--- config.mk ---
export PLATFORM = sky130hd
export DESIGN_NAME = infix_to_postfix_converter
export DESIGN_NICKNAME = d
export VERILOG_FILES = /design/src/rtl/core/ipc_pkg.sv /design/src/rtl/core/ipc_stack.sv /design/src/rtl/core/ipc_emit.sv /design/src/rtl/core/ipc_seq.sv /design/src/rtl/core/infix_to_postfix_converter.sv
export SDC_FILE = /design/constraint.sdc
export NUM_CORES = 1
export LEC_CHECK = 0
export ABC_CLOCK_PERIOD_IN_PS = 4600
export BUFFER_PORTS_ARGS = -buffer_cell sky130_fd_sc_hd__buf_2
export CORE_MARGIN = 2
export CORE_UTILIZATION = 50
export DETAILED_ROUTE_END_ITERATION = 8
export GPL_TIMING_DRIVEN = 0
export PLACE_DENSITY = 0.66
export SETUP_SLACK_MARGIN = 0.1
export SLEW_MARGIN = 25
export SYNTH_ARGS = -nofsm -noshare
export SYNTH_HDL_FRONTEND = slang
export SYNTH_HIERARCHICAL = 1
export SYNTH_SLANG_ARGS = --single-unit
--- constraint.sdc ---
create_clock -name clk_i -period 4.6 [get_ports clk_i]
set_input_delay 0.46 -clock clk_i [delete_from_list [all_inputs] [get_ports clk_i]]
set_output_delay 0.46 -clock clk_i [all_outputs]
set_load 0.1 [all_outputs]
--- src/rtl/core/ipc_pkg.sv ---
package ipc_pkg;

  // Operator stack geometry
  localparam int STACK_DEPTH = 32;
  localparam int ADDR_W      = $clog2(STACK_DEPTH);
  localparam int SP_W        = $clog2(STACK_DEPTH + 1);

  // Most results one input item may produce; later ones are dropped
  localparam int MAX_RESULTS = 32;
  localparam int CNT_W       = $clog2(MAX_RESULTS + 1);

  // Characters with a meaning of their own
  localparam logic [7:0] CH_CARET  = 8'h5E;
  localparam logic [7:0] CH_STAR   = 8'h2A;
  localparam logic [7:0] CH_SLASH  = 8'h2F;
  localparam logic [7:0] CH_PLUS   = 8'h2B;
  localparam logic [7:0] CH_MINUS  = 8'h2D;
  localparam logic [7:0] CH_LPAREN = 8'h28;
  localparam logic [7:0] CH_RPAREN = 8'h29;

  typedef enum logic [1:0] {
    KIND_CHAR = 2'd0,
    KIND_END  = 2'd1,
    KIND_ERR  = 2'd2
  } kind_e;

  typedef enum logic [1:0] {
    ERR_NONE      = 2'd0,
    ERR_OVERFLOW  = 2'd1,
    ERR_INVALID   = 2'd2,
    ERR_UNMATCHED = 2'd3
  } err_e;

  typedef enum logic [2:0] {
    ST_IDLE,
    ST_DECODE,
    ST_READ,
    ST_EVAL,
    ST_END,
    ST_DRAIN
  } state_e;

  // What the current pop loop is working for
  typedef enum logic [1:0] {
    MODE_OP,
    MODE_CLOSE,
    MODE_FLUSH
  } mode_e;

  typedef struct packed {
    logic [7:0] symbol;
    logic       end_of_expr;
  } in_t;

  typedef struct packed {
    logic [7:0] out_symbol;
    kind_e      kind;
    err_e       error_code;
    logic       last_of_run;
  } out_t;

  // Sequencer to stack memory
  typedef struct packed {
    logic              we;
    logic [ADDR_W-1:0] waddr;
    logic [7:0]        wdata;
    logic              re;
    logic [ADDR_W-1:0] raddr;
  } stk_req_t;

  // Sequencer to result buffer
  typedef struct packed {
    logic push;
    logic close;
    out_t res;
  } emit_req_t;

  function automatic logic [1:0] prec_f(logic [7:0] c);
    logic [1:0] p;
    case (c)
      CH_CARET:          p = 2'd3;
      CH_STAR, CH_SLASH: p = 2'd2;
      CH_PLUS, CH_MINUS: p = 2'd1;
      default:           p = 2'd0;
    endcase
    return p;
  endfunction

  function automatic logic is_alnum_f(logic [7:0] c);
    return (c >= 8'h30 && c <= 8'h39) || (c >= 8'h41 && c <= 8'h5A) ||
           (c >= 8'h61 && c <= 8'h7A);
  endfunction

endpackage

--- src/rtl/core/ipc_stack.sv ---
module ipc_stack
  import ipc_pkg::*;
(
  input  logic       clk_i,
  input  stk_req_t   req_i,
  output logic [7:0] rd_data_o
);

  logic [7:0] mem [STACK_DEPTH];
  logic [7:0] rd_data_q;

  // Write one entry
  always_ff @(posedge clk_i) begin
    if (req_i.we) begin
      mem[req_i.waddr] <= req_i.wdata;
    end
  end

  // Registered read, held between reads
  always_ff @(posedge clk_i) begin
    if (req_i.re) begin
      rd_data_q <= mem[req_i.raddr];
    end
  end

  assign rd_data_o = rd_data_q;

endmodule

--- src/rtl/core/ipc_emit.sv ---
module ipc_emit
  import ipc_pkg::*;
(
  input  logic      clk_i,
  input  logic      rst_ni,
  input  emit_req_t req_i,
  output logic      ready_o,
  output logic      out_valid_o,
  input  logic      out_stall_i,
  output out_t      out_data_o
);

  logic pend_valid_q, pend_valid_d;
  out_t pend_q, pend_d;
  logic out_valid_q, out_valid_d;
  out_t out_q, out_d;
  logic out_free;
  logic load;

  // Output register frees when empty or when its transfer completes
  assign out_free = !out_valid_q || !out_stall_i;
  assign ready_o  = !pend_valid_q || out_free;
  assign load     = pend_valid_q && ready_o && (req_i.push || req_i.close);

  // Hold one result back until it is known whether it ends the run
  always_comb begin
    pend_valid_d = pend_valid_q;
    pend_d       = pend_q;
    out_d        = out_q;
    if (load) begin
      out_d             = pend_q;
      out_d.last_of_run = req_i.close;
    end
    if (req_i.push && ready_o) begin
      pend_valid_d       = 1'b1;
      pend_d             = req_i.res;
      pend_d.last_of_run = 1'b0;
    end else if (req_i.close && ready_o) begin
      pend_valid_d = 1'b0;
    end
    out_valid_d = load ? 1'b1 : (out_valid_q && out_stall_i);
  end

  always_ff @(posedge clk_i or negedge rst_ni) begin
    if (!rst_ni) begin
      pend_valid_q <= 1'b0;
      out_valid_q  <= 1'b0;
    end else begin
      pend_valid_q <= pend_valid_d;
      out_valid_q  <= out_valid_d;
    end
  end

  always_ff @(posedge clk_i) begin
    pend_q <= pend_d;
    out_q  <= out_d;
  end

  assign out_valid_o = out_valid_q;
  assign out_data_o  = out_q;

`ifndef SYNTHESIS
  a_close_empties: assert property (@(posedge clk_i) disable iff (!rst_ni)
    (req_i.close && !req_i.push && ready_o) |=> !pend_valid_q)
    else $error("held result survived a close");

  a_push_fills: assert property (@(posedge clk_i) disable iff (!rst_ni)
    (req_i.push && ready_o) |=> pend_valid_q)
    else $error("pushed result not held");

  a_last_only_on_close: assert property (@(posedge clk_i) disable iff (!rst_ni)
    (load && !req_i.close) |=> !out_q.last_of_run)
    else $error("run end flagged without a close");
`endif

endmodule

--- src/rtl/core/ipc_seq.sv ---
module ipc_seq
  import ipc_pkg::*;
(
  input  logic       clk_i,
  input  logic       rst_ni,
  input  logic       in_valid_i,
  output logic       in_stall_o,
  input  in_t        in_data_i,
  output stk_req_t   stk_o,
  input  logic [7:0] stk_rdata_i,
  output emit_req_t  emit_o,
  input  logic       emit_ready_i
);

  state_e          state_q, state_d;
  mode_e           mode_q, mode_d;
  logic [7:0]      sym_q, sym_d;
  logic            last_q, last_d;
  logic [1:0]      minprec_q, minprec_d;
  logic [SP_W-1:0] sp_q, sp_d;
  logic            skip_q, skip_d;
  logic [CNT_W-1:0] cnt_q, cnt_d;

  logic       accept;
  logic       is_open, is_close, is_alnum;
  logic [1:0] sym_prec;
  logic       full, above_base, pop_cond;
  logic       want;
  out_t       res;
  logic       push, hold, fail_now;
  logic       proc_done, to_flush;

  assign in_stall_o = (state_q != ST_IDLE);
  assign accept     = in_valid_i && !in_stall_o;

  // Classify the symbol and the stack top
  always_comb begin
    is_open    = (sym_q == CH_LPAREN);
    is_close   = (sym_q == CH_RPAREN);
    is_alnum   = is_alnum_f(sym_q);
    sym_prec   = prec_f(sym_q);
    full       = (sp_q >= SP_W'(STACK_DEPTH));
    above_base = (sp_q > SP_W'(1));
    pop_cond   = above_base && (stk_rdata_i != CH_LPAREN) &&
                 (prec_f(stk_rdata_i) >= minprec_q);
  end

  // Decide which result, if any, arises this cycle
  always_comb begin
    want           = 1'b0;
    res.out_symbol = 8'h00;
    res.kind       = KIND_CHAR;
    res.error_code = ERR_NONE;
    res.last_of_run = 1'b0;
    proc_done      = 1'b0;
    unique case (state_q)
      ST_DECODE: begin
        if (!skip_q) begin
          if (is_open) begin
            proc_done = 1'b1;
            if (full) begin
              want           = 1'b1;
              res.kind       = KIND_ERR;
              res.error_code = ERR_OVERFLOW;
            end
          end else if (is_alnum) begin
            proc_done      = 1'b1;
            want           = 1'b1;
            res.out_symbol = sym_q;
          end else if (sym_prec == 2'd0 && !is_close) begin
            proc_done      = 1'b1;
            want           = 1'b1;
            res.kind       = KIND_ERR;
            res.error_code = ERR_INVALID;
          end
        end
      end
      ST_EVAL: begin
        if (pop_cond) begin
          want           = 1'b1;
          res.out_symbol = stk_rdata_i;
        end else if (mode_q == MODE_OP) begin
          proc_done = 1'b1;
          if (full) begin
            want           = 1'b1;
            res.kind       = KIND_ERR;
            res.error_code = ERR_OVERFLOW;
          end
        end else if (mode_q == MODE_CLOSE) begin
          proc_done = 1'b1;
          if (!above_base) begin
            want           = 1'b1;
            res.kind       = KIND_ERR;
            res.error_code = ERR_UNMATCHED;
          end
        end
      end
      ST_END: begin
        want     = 1'b1;
        res.kind = KIND_END;
      end
      default: begin
        want = 1'b0;
      end
    endcase
    fail_now = want && (res.kind == KIND_ERR);
    push     = want && (cnt_q < CNT_W'(MAX_RESULTS));
    hold     = (push || state_q == ST_DRAIN) && !emit_ready_i;
    to_flush = proc_done && last_q && !fail_now;
  end

  // Next state
  always_comb begin
    state_d = state_q;
    unique case (state_q)
      ST_IDLE: begin
        if (accept) state_d = ST_DECODE;
      end
      ST_DECODE: begin
        if (!hold) begin
          if (skip_q) begin
            state_d = last_q ? ST_END : ST_DRAIN;
          end else if (!proc_done) begin
            state_d = ST_READ;
          end else if (to_flush) begin
            state_d = ST_READ;
          end else begin
            state_d = last_q ? ST_END : ST_DRAIN;
          end
        end
      end
      ST_READ: begin
        state_d = ST_EVAL;
      end
      ST_EVAL: begin
        if (!hold) begin
          if (pop_cond || to_flush) begin
            state_d = ST_READ;
          end else if (mode_q == MODE_FLUSH || last_q) begin
            state_d = ST_END;
          end else begin
            state_d = ST_DRAIN;
          end
        end
      end
      ST_END: begin
        if (!hold) state_d = ST_DRAIN;
      end
      ST_DRAIN: begin
        if (!hold) state_d = ST_IDLE;
      end
      default: state_d = ST_IDLE;
    endcase
  end

  // Datapath updates, stack and result requests
  always_comb begin
    mode_d    = mode_q;
    sym_d     = sym_q;
    last_d    = last_q;
    minprec_d = minprec_q;
    sp_d      = sp_q;
    skip_d    = skip_q;
    cnt_d     = cnt_q;
    stk_o.we    = 1'b0;
    stk_o.waddr = sp_q[ADDR_W-1:0];
    stk_o.wdata = sym_q;
    stk_o.re    = 1'b0;
    stk_o.raddr = ADDR_W'(sp_q - SP_W'(1));
    emit_o.push  = push;
    emit_o.close = (state_q == ST_DRAIN);
    emit_o.res   = res;
    unique case (state_q)
      ST_IDLE: begin
        if (accept) begin
          sym_d  = in_data_i.symbol;
          last_d = in_data_i.end_of_expr;
          cnt_d  = '0;
        end
      end
      ST_DECODE: begin
        if (!hold && !skip_q) begin
          if (is_open && !full) begin
            stk_o.we = 1'b1;
            sp_d     = sp_q + SP_W'(1);
          end
          if (!proc_done) begin
            minprec_d = sym_prec;
            mode_d    = is_close ? MODE_CLOSE : MODE_OP;
          end
        end
      end
      ST_READ: begin
        stk_o.re = 1'b1;
      end
      ST_EVAL: begin
        if (!hold) begin
          if (pop_cond) begin
            sp_d = sp_q - SP_W'(1);
          end else if (mode_q == MODE_OP && !full) begin
            stk_o.we = 1'b1;
            sp_d     = sp_q + SP_W'(1);
          end else if (mode_q == MODE_CLOSE && above_base) begin
            sp_d = sp_q - SP_W'(1);
          end
        end
      end
      ST_END: begin
        if (!hold) begin
          sp_d   = SP_W'(1);
          skip_d = 1'b0;
        end
      end
      default: begin
        sp_d = sp_q;
      end
    endcase
    if (!hold && push) cnt_d = cnt_q + CNT_W'(1);
    if (!hold && fail_now) skip_d = 1'b1;
    // Switch the pop loop over to the final flush
    if (!hold && to_flush) begin
      mode_d    = MODE_FLUSH;
      minprec_d = 2'd0;
    end
  end

  always_ff @(posedge clk_i or negedge rst_ni) begin
    if (!rst_ni) begin
      state_q   <= ST_IDLE;
      mode_q    <= MODE_OP;
      minprec_q <= 2'd0;
      sp_q      <= SP_W'(1);
      skip_q    <= 1'b0;
      cnt_q     <= '0;
      last_q    <= 1'b0;
    end else begin
      state_q   <= state_d;
      mode_q    <= mode_d;
      minprec_q <= minprec_d;
      sp_q      <= sp_d;
      skip_q    <= skip_d;
      cnt_q     <= cnt_d;
      last_q    <= last_d;
    end
  end

  always_ff @(posedge clk_i) begin
    sym_q <= sym_d;
  end

`ifndef SYNTHESIS
  a_sp_range: assert property (@(posedge clk_i) disable iff (!rst_ni)
    (sp_q >= SP_W'(1)) && (sp_q <= SP_W'(STACK_DEPTH)))
    else $error("stack pointer out of range");

  a_cnt_range: assert property (@(posedge clk_i) disable iff (!rst_ni)
    cnt_q <= CNT_W'(MAX_RESULTS))
    else $error("result count past limit");

  a_end_resets: assert property (@(posedge clk_i) disable iff (!rst_ni)
    (state_q == ST_END && !hold) |=> (sp_q == SP_W'(1) && !skip_q))
    else $error("stack not reset after end of expression");

  a_flush_no_skip: assert property (@(posedge clk_i) disable iff (!rst_ni)
    (state_q == ST_EVAL && mode_q == MODE_FLUSH) |-> !skip_q)
    else $error("flush after an error");
`endif

endmodule

--- src/rtl/core/infix_to_postfix_converter.sv ---
// Infix to postfix converter, one expression character per input transfer.
// Input channel: in_valid_i / in_stall_o with in_data_i (symbol and an
// end_of_expr flag on the last character). Output channel: out_valid_o /
// out_stall_i with out_data_o (postfix character, end marker or error;
// last_of_run marks the final result of one input character).
// An input character is decoded, then each operator stack entry it examines
// costs one registered memory read and one compare; an end character adds
// the flush of the remaining operators and the end marker. in_stall_o is
// high until the character is fully handled.
// Each result is held one step in a buffer so that the last one can be
// flagged, and leaves through an output register.
// A stalled receiver holds the output register; the sequencer then waits
// whenever a new result needs that register, and resumes when it frees.
// On reset the stack holds only the outer open parenthesis, the error skip
// flag is clear and both channels are empty. After an error, characters are
// dropped up to and including the end character, which still gives the end
// marker.
module infix_to_postfix_converter
  import ipc_pkg::*;
(
  input  logic clk_i,
  input  logic rst_ni,
  input  logic in_valid_i,
  output logic in_stall_o,
  input  in_t  in_data_i,
  output logic out_valid_o,
  input  logic out_stall_i,
  output out_t out_data_o
);

  stk_req_t   stk_req;
  logic [7:0] stk_rdata;
  emit_req_t  emit_req;
  logic       emit_ready;

  ipc_seq u_seq (
    .clk_i        (clk_i),
    .rst_ni       (rst_ni),
    .in_valid_i   (in_valid_i),
    .in_stall_o   (in_stall_o),
    .in_data_i    (in_data_i),
    .stk_o        (stk_req),
    .stk_rdata_i  (stk_rdata),
    .emit_o       (emit_req),
    .emit_ready_i (emit_ready)
  );

  ipc_stack u_stack (
    .clk_i     (clk_i),
    .req_i     (stk_req),
    .rd_data_o (stk_rdata)
  );

  ipc_emit u_emit (
    .clk_i       (clk_i),
    .rst_ni      (rst_ni),
    .req_i       (emit_req),
    .ready_o     (emit_ready),
    .out_valid_o (out_valid_o),
    .out_stall_i (out_stall_i),
    .out_data_o  (out_data_o)
  );

endmodule
==> qor.txt, run 1 <==
vias per cell: 6.11
GRT Total Usage: 0.206
Top Ports: 28
largest net degree at the start of global routing: 34
number of max-cap violations: 0
Setup crit start kind: register
Fillers: 1911
CP Max Fanout: 8
total die area: 28100 um2
Site Rows: 59
later-pin clock latency in the skew report: 0.52 ns
Initial Utilization: 0.512
drt pass-1 iters: 9
buffer and inverter count on the worst path: 0
clock slew at reported path FFs: 0.06 ns
Cell Area, Synth: 13400 um2
Antenna Violating Nets Remaining: 0
FF+latch area: 9500 um2
final hold vios: 0
Tot Pwr: 10.8 mW
final-report max-slew violation count: 0
number of cells on the critical path: 11
Vias: 7146
clock tree buffer depth: 3
crit path time final: 4.36 ns
fin util: 0.591
Final setup viols: 0
residual DRC count: 3
H-tree depth: 2
worst path required time: 4.76 ns
CP cell instances: nor4b_4 > nand3b_1 > a31oi_1 > nand2_1 > ha_1 > nand2b_1 > a21oi_1 > o21ai_1 > o22ai_1 > nand3_1 > nor2_2
met1 WL: 12100 um
met3 WL: 1770 um
FMAX: 229 MHz
Post-Syn Instances: 730
hold crit path type: input pin to register
highest layer used for signal routing: met4
area of the multi-input gates: 3760 um2
WP data arrival: 4.52 ns
worst hold margin: 0.119 ns
Layout Nets: 828
HPWL after DPL: 19000 um
die width: 168 um
R2R depth: 11
worst rel slew slack: 0.433
Setup TNS: 0 ns
CTS Root Cell: clkbuf_16
Syn Area/Cell: 18.3 um2
final wirelength: 28200 um
Crit path max-delay family: simple AND/OR/NAND/NOR gates
RSZ-0062 raised after global routing: true
Period Utilization, post-route: 0.948
share of layout cells above drive strength 1: 0.305
leakage power total: 5.03 nW
CP endpoint kind: register
CTS tree: built
total CTS buffers: 35
clk_skew: 0.0132 ns
peak supply drop: 356 uV
crit path from: u_stack/rd_data_o[4]
n_diodes: 0
first-pass GRT wire length: 43300 um
area grow syn2layout: 15.4%
GP Congestion: 0.881
GRT Residual Overflow: 0
Crit-path slowest cell: nor2_2
core area: 26100 um2
initial antenna violation count: 0
Iteration-0 DRC Markers: 588
failing checks: DRC
Sink Count: 320
Net Count, Synth: 750
Crit Reg-Reg Startpoint: u_stack/rd_data_o[4]
Critical R2R Capture: u_stack/mem[31][7]
die span in y: 168 um
critical path class: register to register
WL met2: 13400 um
status: complete, but fails checks
Pwr per Cell Area: 700 nW/um2
Worst path max stage delay: 0.63 ns
Ys Warns: 6
I/O Buffers: 27
Wirelength per Cell: 24.1 um
Worst R2R Setup Slack: 0.24 ns
Worst-Margin Slew: 0.851 ns
Critical Path End: u_stack/mem[31][7]
vias in the first global route: 7195
==> cell usage in the layout, fill, tap and decap left out, drive strengths merged, types with 5 or more instances in the layout <==
master	count
nand2	27
nor2	60
edfxtp	297
o21ai	18
or3	6
a21oi	10
nor3	9
o22ai	8
a31oi	7
inv	23
dfrtp	22
mux2	13
buf	64
nand3b	7
clkbuf	56
mux4	80
or3b	5
nand3	13
ha	7
clkinv	13
and2	7
a32oi	5
==> repair_timing <==
action | in CTS | in global routing
hold buffers | 1 | 0
resized for setup | 14 | 33
setup buffers | 0 | 3
pin swaps | 0 | 1
setup endpoints to repair | 256 | 256
gates cloned | 0 | 0
endpoints found under the hold margin | 22 | 0
==> sequential cells by signal, indices dropped and copies added, names as in the netlist <==
name	cells
u_seq/sp_q	6
u_seq/mode_q	2
u_seq/last_q	1
u_seq/sym_q	8
u_stack/mem	256
u_stack/rd_data_o	8
u_emit/pend_valid_q	1
u_emit/out_data_o	13
u_emit/out_valid_o	1
u_seq/state_q	3
u_seq/cnt_q	6
u_emit/pend_q	12
u_seq/minprec_q	2
u_seq/skip_q	1
==> metal layers <==
metal  vias up  GRT usage
li1       3118          -
met4         0     0.0726
met3        58     0.0388
met2       261      0.331
met1      3709      0.287
met5         -          0
==> stage by stage <==
stage / setup WS (ns) / area (um2) / instances
floorplan: 0.751 / 13400 / 730
global placement: -0.231 / 13900 / 1092
detailed placement: -0.349 / 14100 / 1102
CTS: -0.0842 / 15300 / 1167
global route: 0.0247 / 15400 / 1170
finish: 0.240 / 15400 / 1170
==> worst min path at each step <==
stage | start | endpoint | slack [ns] | depth (start not counted)
detailed placement | u_emit/pend_q[4] | u_emit/out_data_o[4] | 0.41 | 0
finish | in_data_i[4] | u_seq/sym_q[3] | 0.12 | 1
CTS | in_data_i[3] | u_seq/sym_q[2] | 0.10 | 1
global route | in_data_i[6] | u_seq/sym_q[5] | 0.11 | 1
global placement | u_emit/pend_q[5] | u_emit/out_data_o[5] | 0.40 | 0
floorplan | rst_ni | u_emit/out_valid_o | 0.16 | 0
==> layout make-up <==
type                    count  area share
clock buffers              43      0.0587
plain buffers              36      0.0133
inverters                  20     0.00486
flip-flops and latches    320       0.615
well taps                 335      0.0272
repair buffers             42      0.0235
clock inverters            21      0.0137
multi-input cells         353       0.244
==> where the power goes <==
part,total (mW),internal (mW),switching [mW]
Sequential,3.86,3.63,0.229
Combinational,4.24,1.73,2.50
Clock,2.71,1.59,1.11
Note: power is estimated with default switching activity, not from simulation.
==> run 2: changes to the inputs <==
CELL_PAD_IN_SITES_DETAIL_PLACEMENT = 0   (was default)
CELL_PAD_IN_SITES_GLOBAL_PLACEMENT = 1   (was default)
PLACE_DENSITY = default   (was 0.66)
PLACE_DENSITY_LB_ADDON = 0.1   (was default)
==> qor.txt, run 2 (synthesized netlist as in run 1, its figures left out) <==
WP data arrival: 4.52 ns
later-pin clock latency in the skew report: 0.54 ns
setup ws final: 0.235 ns
residual DRC count: 6
Layout Nets: 828
CTS Root Cell: clkbuf_16
Critical R2R Capture: u_stack/mem[9][0]
Crit Reg-Reg Startpoint: u_stack/rd_data_o[4]
H-tree depth: 2
Antenna Violating Nets Remaining: 0
status: complete, but fails checks
commonest non-fill, non-tap cells in the layout: edfxtp_1, mux4_2, clkbuf_16
vias per cell: 6.14
RSZ-0062 raised after global routing: true
Setup crit start kind: register
final-report max-slew violation count: 0
fin util: 0.593
GRT Residual Overflow: 0
Crit-path slowest cell: nor2_2
Worst R2R Setup Slack: 0.24 ns
area grow syn2layout: 15.9%
leakage power total: 5.05 nW
hold path startpoint: in_data_i[6]
clock slew at reported path FFs: 0.06 ns
share of layout cells above drive strength 1: 0.311
final instance area: 15500 um2
crit path time final: 4.36 ns
number of max-cap violations: 0
CP endpoint kind: register
initial antenna violation count: 0
CP dominant cell by count: a31oi_1
Wirelength per Cell: 25.5 um
clk_skew: 0.0279 ns
first-pass GRT wire length: 44500 um
placed instance area: 14100 um2
CP Max Fanout: 8
worst path required time: 4.76 ns
Worst path max stage delay: 0.68 ns
Placed Cells: 1103
Top Ports: 28
Most flops, register: u_stack/mem
total die area: 28100 um2
leading cell type in the layout, fill and taps excluded: edfxtp_1
GP Congestion: 0.845
buffer and inverter count on the worst path: 0
WHS Path Cells: 1
Final setup viols: 0
Finished Layout Cells: 1170
Iteration-0 DRC Markers: 636
peak supply drop: 416 uV
core area: 26100 um2
final hold vios: 0
critical path class: register to register
hold crit path type: input pin to register
worst rel slew slack: 0.418
Vias: 7183
CTS tree: built
total CTS buffers: 35
vias in the first global route: 7127
hold endpoint: u_seq/sym_q[5]
Sink Count: 320
n_diodes: 0
Site Rows: 59
GRT Total Usage: 0.216
CP cell instances: nor4b_4 > a31oi_1 > a31oi_1 > nand2_1 > ha_1 > nand2b_1 > a21oi_1 > o21ai_1 > o22ai_2 > nand3b_1 > nor2_2
Pwr per Cell Area: 709 nW/um2
drt pass-1 iters: 8
Worst-Margin Slew: 0.873 ns
FMAX: 229 MHz
die width: 168 um
number of flip-flops in the largest register: 256
Period Utilization, post-route: 0.949
largest net degree at the start of global routing: 25
Initial Utilization: 0.512
Crit path max-delay family: simple AND/OR/NAND/NOR gates
I/O Buffers: 27
final wirelength: 29800 um
dpl ws: -0.472 ns
failing checks: DRC
clock tree buffer depth: 3
R2R depth: 11
die span in y: 168 um
HPWL after DPL: 20200 um
## run 2: changes by cell type in the layout (fill, tap and decap cells not counted), sizes merged
| cell | change |
|---|---|
| bufinv | +1 |
| clkinv | +1 |
| clkinvlp | -1 |
| inv | -1 |
## run 2: report_power, final
part	switching (mW)	internal [mW]	leakage [nW]
logic	2.55	1.73	1.50
clock network	1.14	1.71	0.581
registers	0.234	3.63	2.97
total	3.92	7.07	5.05
## run 2: repair_timing
action,4_1_cts,5_1_grt
setup buffers,0,3
endpoints found under the setup margin,256,256
hold buffers,1,0
resized for setup,34,16
hold endpoints to repair,22,0
pin swaps,0,2
## run 2: cell type report
type                       count  area (um2)
buffer                        36         205
clock buffer                  43         947
clock inverter                21         244
fill                        1929       10600
inverter                      20        75.1
multi-input combinational    353        3780
sequential                   320        9500
tap                          335         419
timing repair buffer          42         329
## run 2: metrics by stage
| stage | hold WS (ns) | setup TNS [ns] | power [mW] |
|---|---|---|---|
| global route | 0.0983 | 0 | 11.4 |
| detailed placement | 0.405 | -68.35 | 8.14 |
| finish | 0.114 | 0 | 11.0 |
| global placement | 0.402 | -59.90 | 8.02 |
| floorplan | 0.164 | 0 | 6.95 |
| CTS | 0.0989 | -1.31 | 11.0 |
## run 2: layer usage
metal  share of wire  GRT usage  wire (um)
met5               0          0          0
met4           0.021     0.0631        627
met3           0.057     0.0340       1710
met2            0.49      0.351      14600
met1            0.43      0.306      12900
## run 2: worst register-to-register path: stages (launching register included)
cell      delay (ns)
edfxtp_1        0.46
nor4b_4         0.43
a31oi_1         0.14
a31oi_1         0.15
nand2_1         0.09
ha_1            0.27
nand2b_1        0.14
a21oi_1         0.36
o21ai_1         0.34
o22ai_2         0.35
nand3b_1        0.60
nor2_2          0.68
## run 2: how the worst max path moves through the flow
stage | end | slack (ns) | from | cells after the start
3_3_place_gp | u_stack/mem[8][7] | -0.42 | u_stack/rd_data_o[4] | 12
2_1_floorplan | u_stack/mem[0][0] | 0.75 | u_stack/rd_data_o[4] | 12
4_1_cts | u_stack/mem[8][7] | -0.04 | u_stack/rd_data_o[4] | 12
3_5_place_dp | u_stack/mem[8][0] | -0.47 | u_stack/rd_data_o[4] | 12
5_1_grt | u_stack/mem[9][7] | 0.05 | u_stack/rd_data_o[4] | 11
6_report | u_stack/mem[9][0] | 0.24 | u_stack/rd_data_o[4] | 11
==> run 3: changes to the inputs <==
--- a/config.mk
+++ b/config.mk
@@ -14,5 +14,5 @@
 export DETAILED_ROUTE_END_ITERATION = 8
 export GPL_TIMING_DRIVEN = 0
-export PLACE_DENSITY_LB_ADDON = 0.1
+export PLACE_DENSITY = 0.71
 export SETUP_SLACK_MARGIN = 0.1
 export SLEW_MARGIN = 25
==> constraint.sdc (replaced) <==
create_clock -name clk_i -period 4.6 [get_ports clk_i]
set_input_delay 0 -clock clk_i [delete_from_list [all_inputs] [get_ports clk_i]]
set_output_delay 0 -clock clk_i [all_outputs]
set_load 0.1 [all_outputs]
==> qor.txt, run 3 (synthesized netlist as in run 1, its figures left out) <==
status: complete, but fails checks
failing checks: DRC
commonest non-fill, non-tap cells in the layout: edfxtp_1, mux4_2, clkbuf_16
buffer and inverter count on the worst path: 0
drt pass-1 iters: 7
initial antenna violation count: 0
peak supply drop: 348 uV
residual DRC count: 7
vias in the first global route: 7336
total CTS buffers: 35
HPWL after DPL: 19700 um
final instance area: 15500 um2
Period Utilization, post-route: 0.967
Worst-Margin Slew: 0.812 ns
Critical R2R Capture: u_stack/mem[23][4]
Iteration-0 DRC Markers: 759
area grow syn2layout: 15.6%
crit path time final: 4.45 ns
Crit path max-delay family: simple AND/OR/NAND/NOR gates
Pwr per Cell Area: 694 nW/um2
Comb power frac: 0.395
FMAX: 225 MHz
Antenna Violating Nets Remaining: 0
vias per cell: 6.12
share of layout cells above drive strength 1: 0.298
RSZ-0062 raised after global routing: true
Crit-path slowest cell: nor2_2
die span in y: 168 um
Worst path max stage delay: 0.68 ns
area of the multi-input gates: 3750 um2
first-pass GRT wire length: 44800 um
highest layer used for signal routing: met4
Final setup viols: 0
final hold vios: 0
later-pin clock latency in the skew report: 0.51 ns
GRT Residual Overflow: 0
CTS tree: built
FF+latch area: 9500 um2
leading cell type in the layout, fill and taps excluded: edfxtp_1
Worst R2R Setup Slack: 0.15 ns
total die area: 28100 um2
met1 WL: 12200 um
Vias: 7187
final-report max-slew violation count: 0
Layout Nets: 836
Setup TNS: 0 ns
clock slew at reported path FFs: 0.05 ns
CTS Root Cell: clkbuf_16
number of flip-flops in the largest register: 256
Setup crit start kind: register
leakage power total: 5.03 nW
WL met2: 14500 um
clk_skew: 0.0174 ns
dpl ws: -0.484 ns
Initial Utilization: 0.512
Most flops, register: u_stack/mem
Psw: 3.81 mW
number of cells on the critical path: 11
setup ws final: 0.151 ns
met3 WL: 1810 um
GRT Total Usage: 0.215
die width: 168 um
Pint: 6.91 mW
Top Ports: 28
crit path from: u_stack/rd_data_o[4]
fin util: 0.591
placed instance area: 14100 um2
clock share of power: 0.244
number of max-cap violations: 0
Fillers: 1970
Crit Reg-Reg Startpoint: u_stack/rd_data_o[4]
CP cell instances: nor4b_2 > nand3b_1 > a31oi_1 > nand2_1 > ha_1 > nand2b_1 > a21oi_1 > o21ai_1 > o22ai_2 > nand3_1 > nor2_2
final wirelength: 29300 um
I/O Buffers: 27
critical path class: register to register
clock tree buffer depth: 3
CP Max Fanout: 8
n_diodes: 0
Sink Count: 320
H-tree depth: 2
Flop pwr share: 0.361
GP Congestion: 0.831
sw frac: 0.355
Site Rows: 59
worst rel slew slack: 0.459
R2R depth: 11
CP endpoint kind: register
Wirelength per Cell: 24.9 um
hold crit path type: input pin to async pin
core area: 26100 um2
Tot Pwr: 10.7 mW
WP data arrival: 4.59 ns
largest net degree at the start of global routing: 34
Critical Path End: u_stack/mem[23][4]
worst path required time: 4.74 ns
run 3: cell types whose count changed in the layout (fill, tap and decap cells not counted), sizes merged:
cell         delta
buf             -3
clkbuf          +2
clkinv          -2
inv             -1
bufinv          -2
dlygate4sd3    +11
run 3: metrics by stage:
| stage | cells | hold WS [ns] |
|---|---|---|
| global placement | 1092 | 0.0297 |
| detailed placement | 1100 | 0.0332 |
| floorplan | 730 | -0.296 |
| global route | 1175 | 0.0835 |
| finish | 1175 | 0.0211 |
| CTS | 1173 | 0.0416 |
run 3: repair_timing:
item | CTS | global route
hold endpoints to repair | 51 | 0
pin swaps | 0 | 1
gates cloned | 0 | 0
buffers inserted | 0 | 2
hold buffers | 12 | 0
endpoints found under the setup margin | 256 | 256
gates resized for setup | 22 | 24
run 3: how the worst min path moves through the flow:
stage	startpoint	to	depth (start not counted)
after floorplan	rst_ni	u_emit/out_valid_o	0
after global placement	rst_ni	u_seq/minprec_q[0]	1
after detailed placement	rst_ni	u_seq/minprec_q[0]	1
after CTS	rst_ni	u_seq/mode_q[0]	2
after global routing	rst_ni	u_seq/mode_q[0]	2
final	rst_ni	u_seq/mode_q[0]	2
run 3: power groups by stage:
stage               sequential, mW  combinational, mW  clock [mW]
global route                  3.90               4.49        2.80
finish                        3.87               4.24        2.62
detailed placement            3.93               4.18           0
global placement              3.97               4.02           0
CTS                           3.87               4.22        2.68
floorplan                     4.35               2.59           0
run 3: worst register-to-register path: cells and delay by family (launching register included):
kind	cells	cell delay, ns
simple gates	6	2.22
compound gates	4	1.19
flops	1	0.42
fa+ha+maj	1	0.26
run 3: layout make-up:
cell class | count | share of cell area
buffer | 36 | 0.0133
clock buffer | 45 | 0.0605
clock inverter | 16 | 0.00915
inverter | 20 | 0.00486
multi-input combinational | 353 | 0.243
sequential | 320 | 0.614
tap | 335 | 0.0271
timing repair buffer | 50 | 0.0279
run 3: layer usage:
| metal | vias up | GRT usage |
|---|---|---|
| met2 | 282 | 0.361 |
| li1 | 3124 | - |
| met4 | 0 | 0.0703 |
| met1 | 3726 | 0.293 |
| met5 | - | 0 |
| met3 | 55 | 0.0329 |
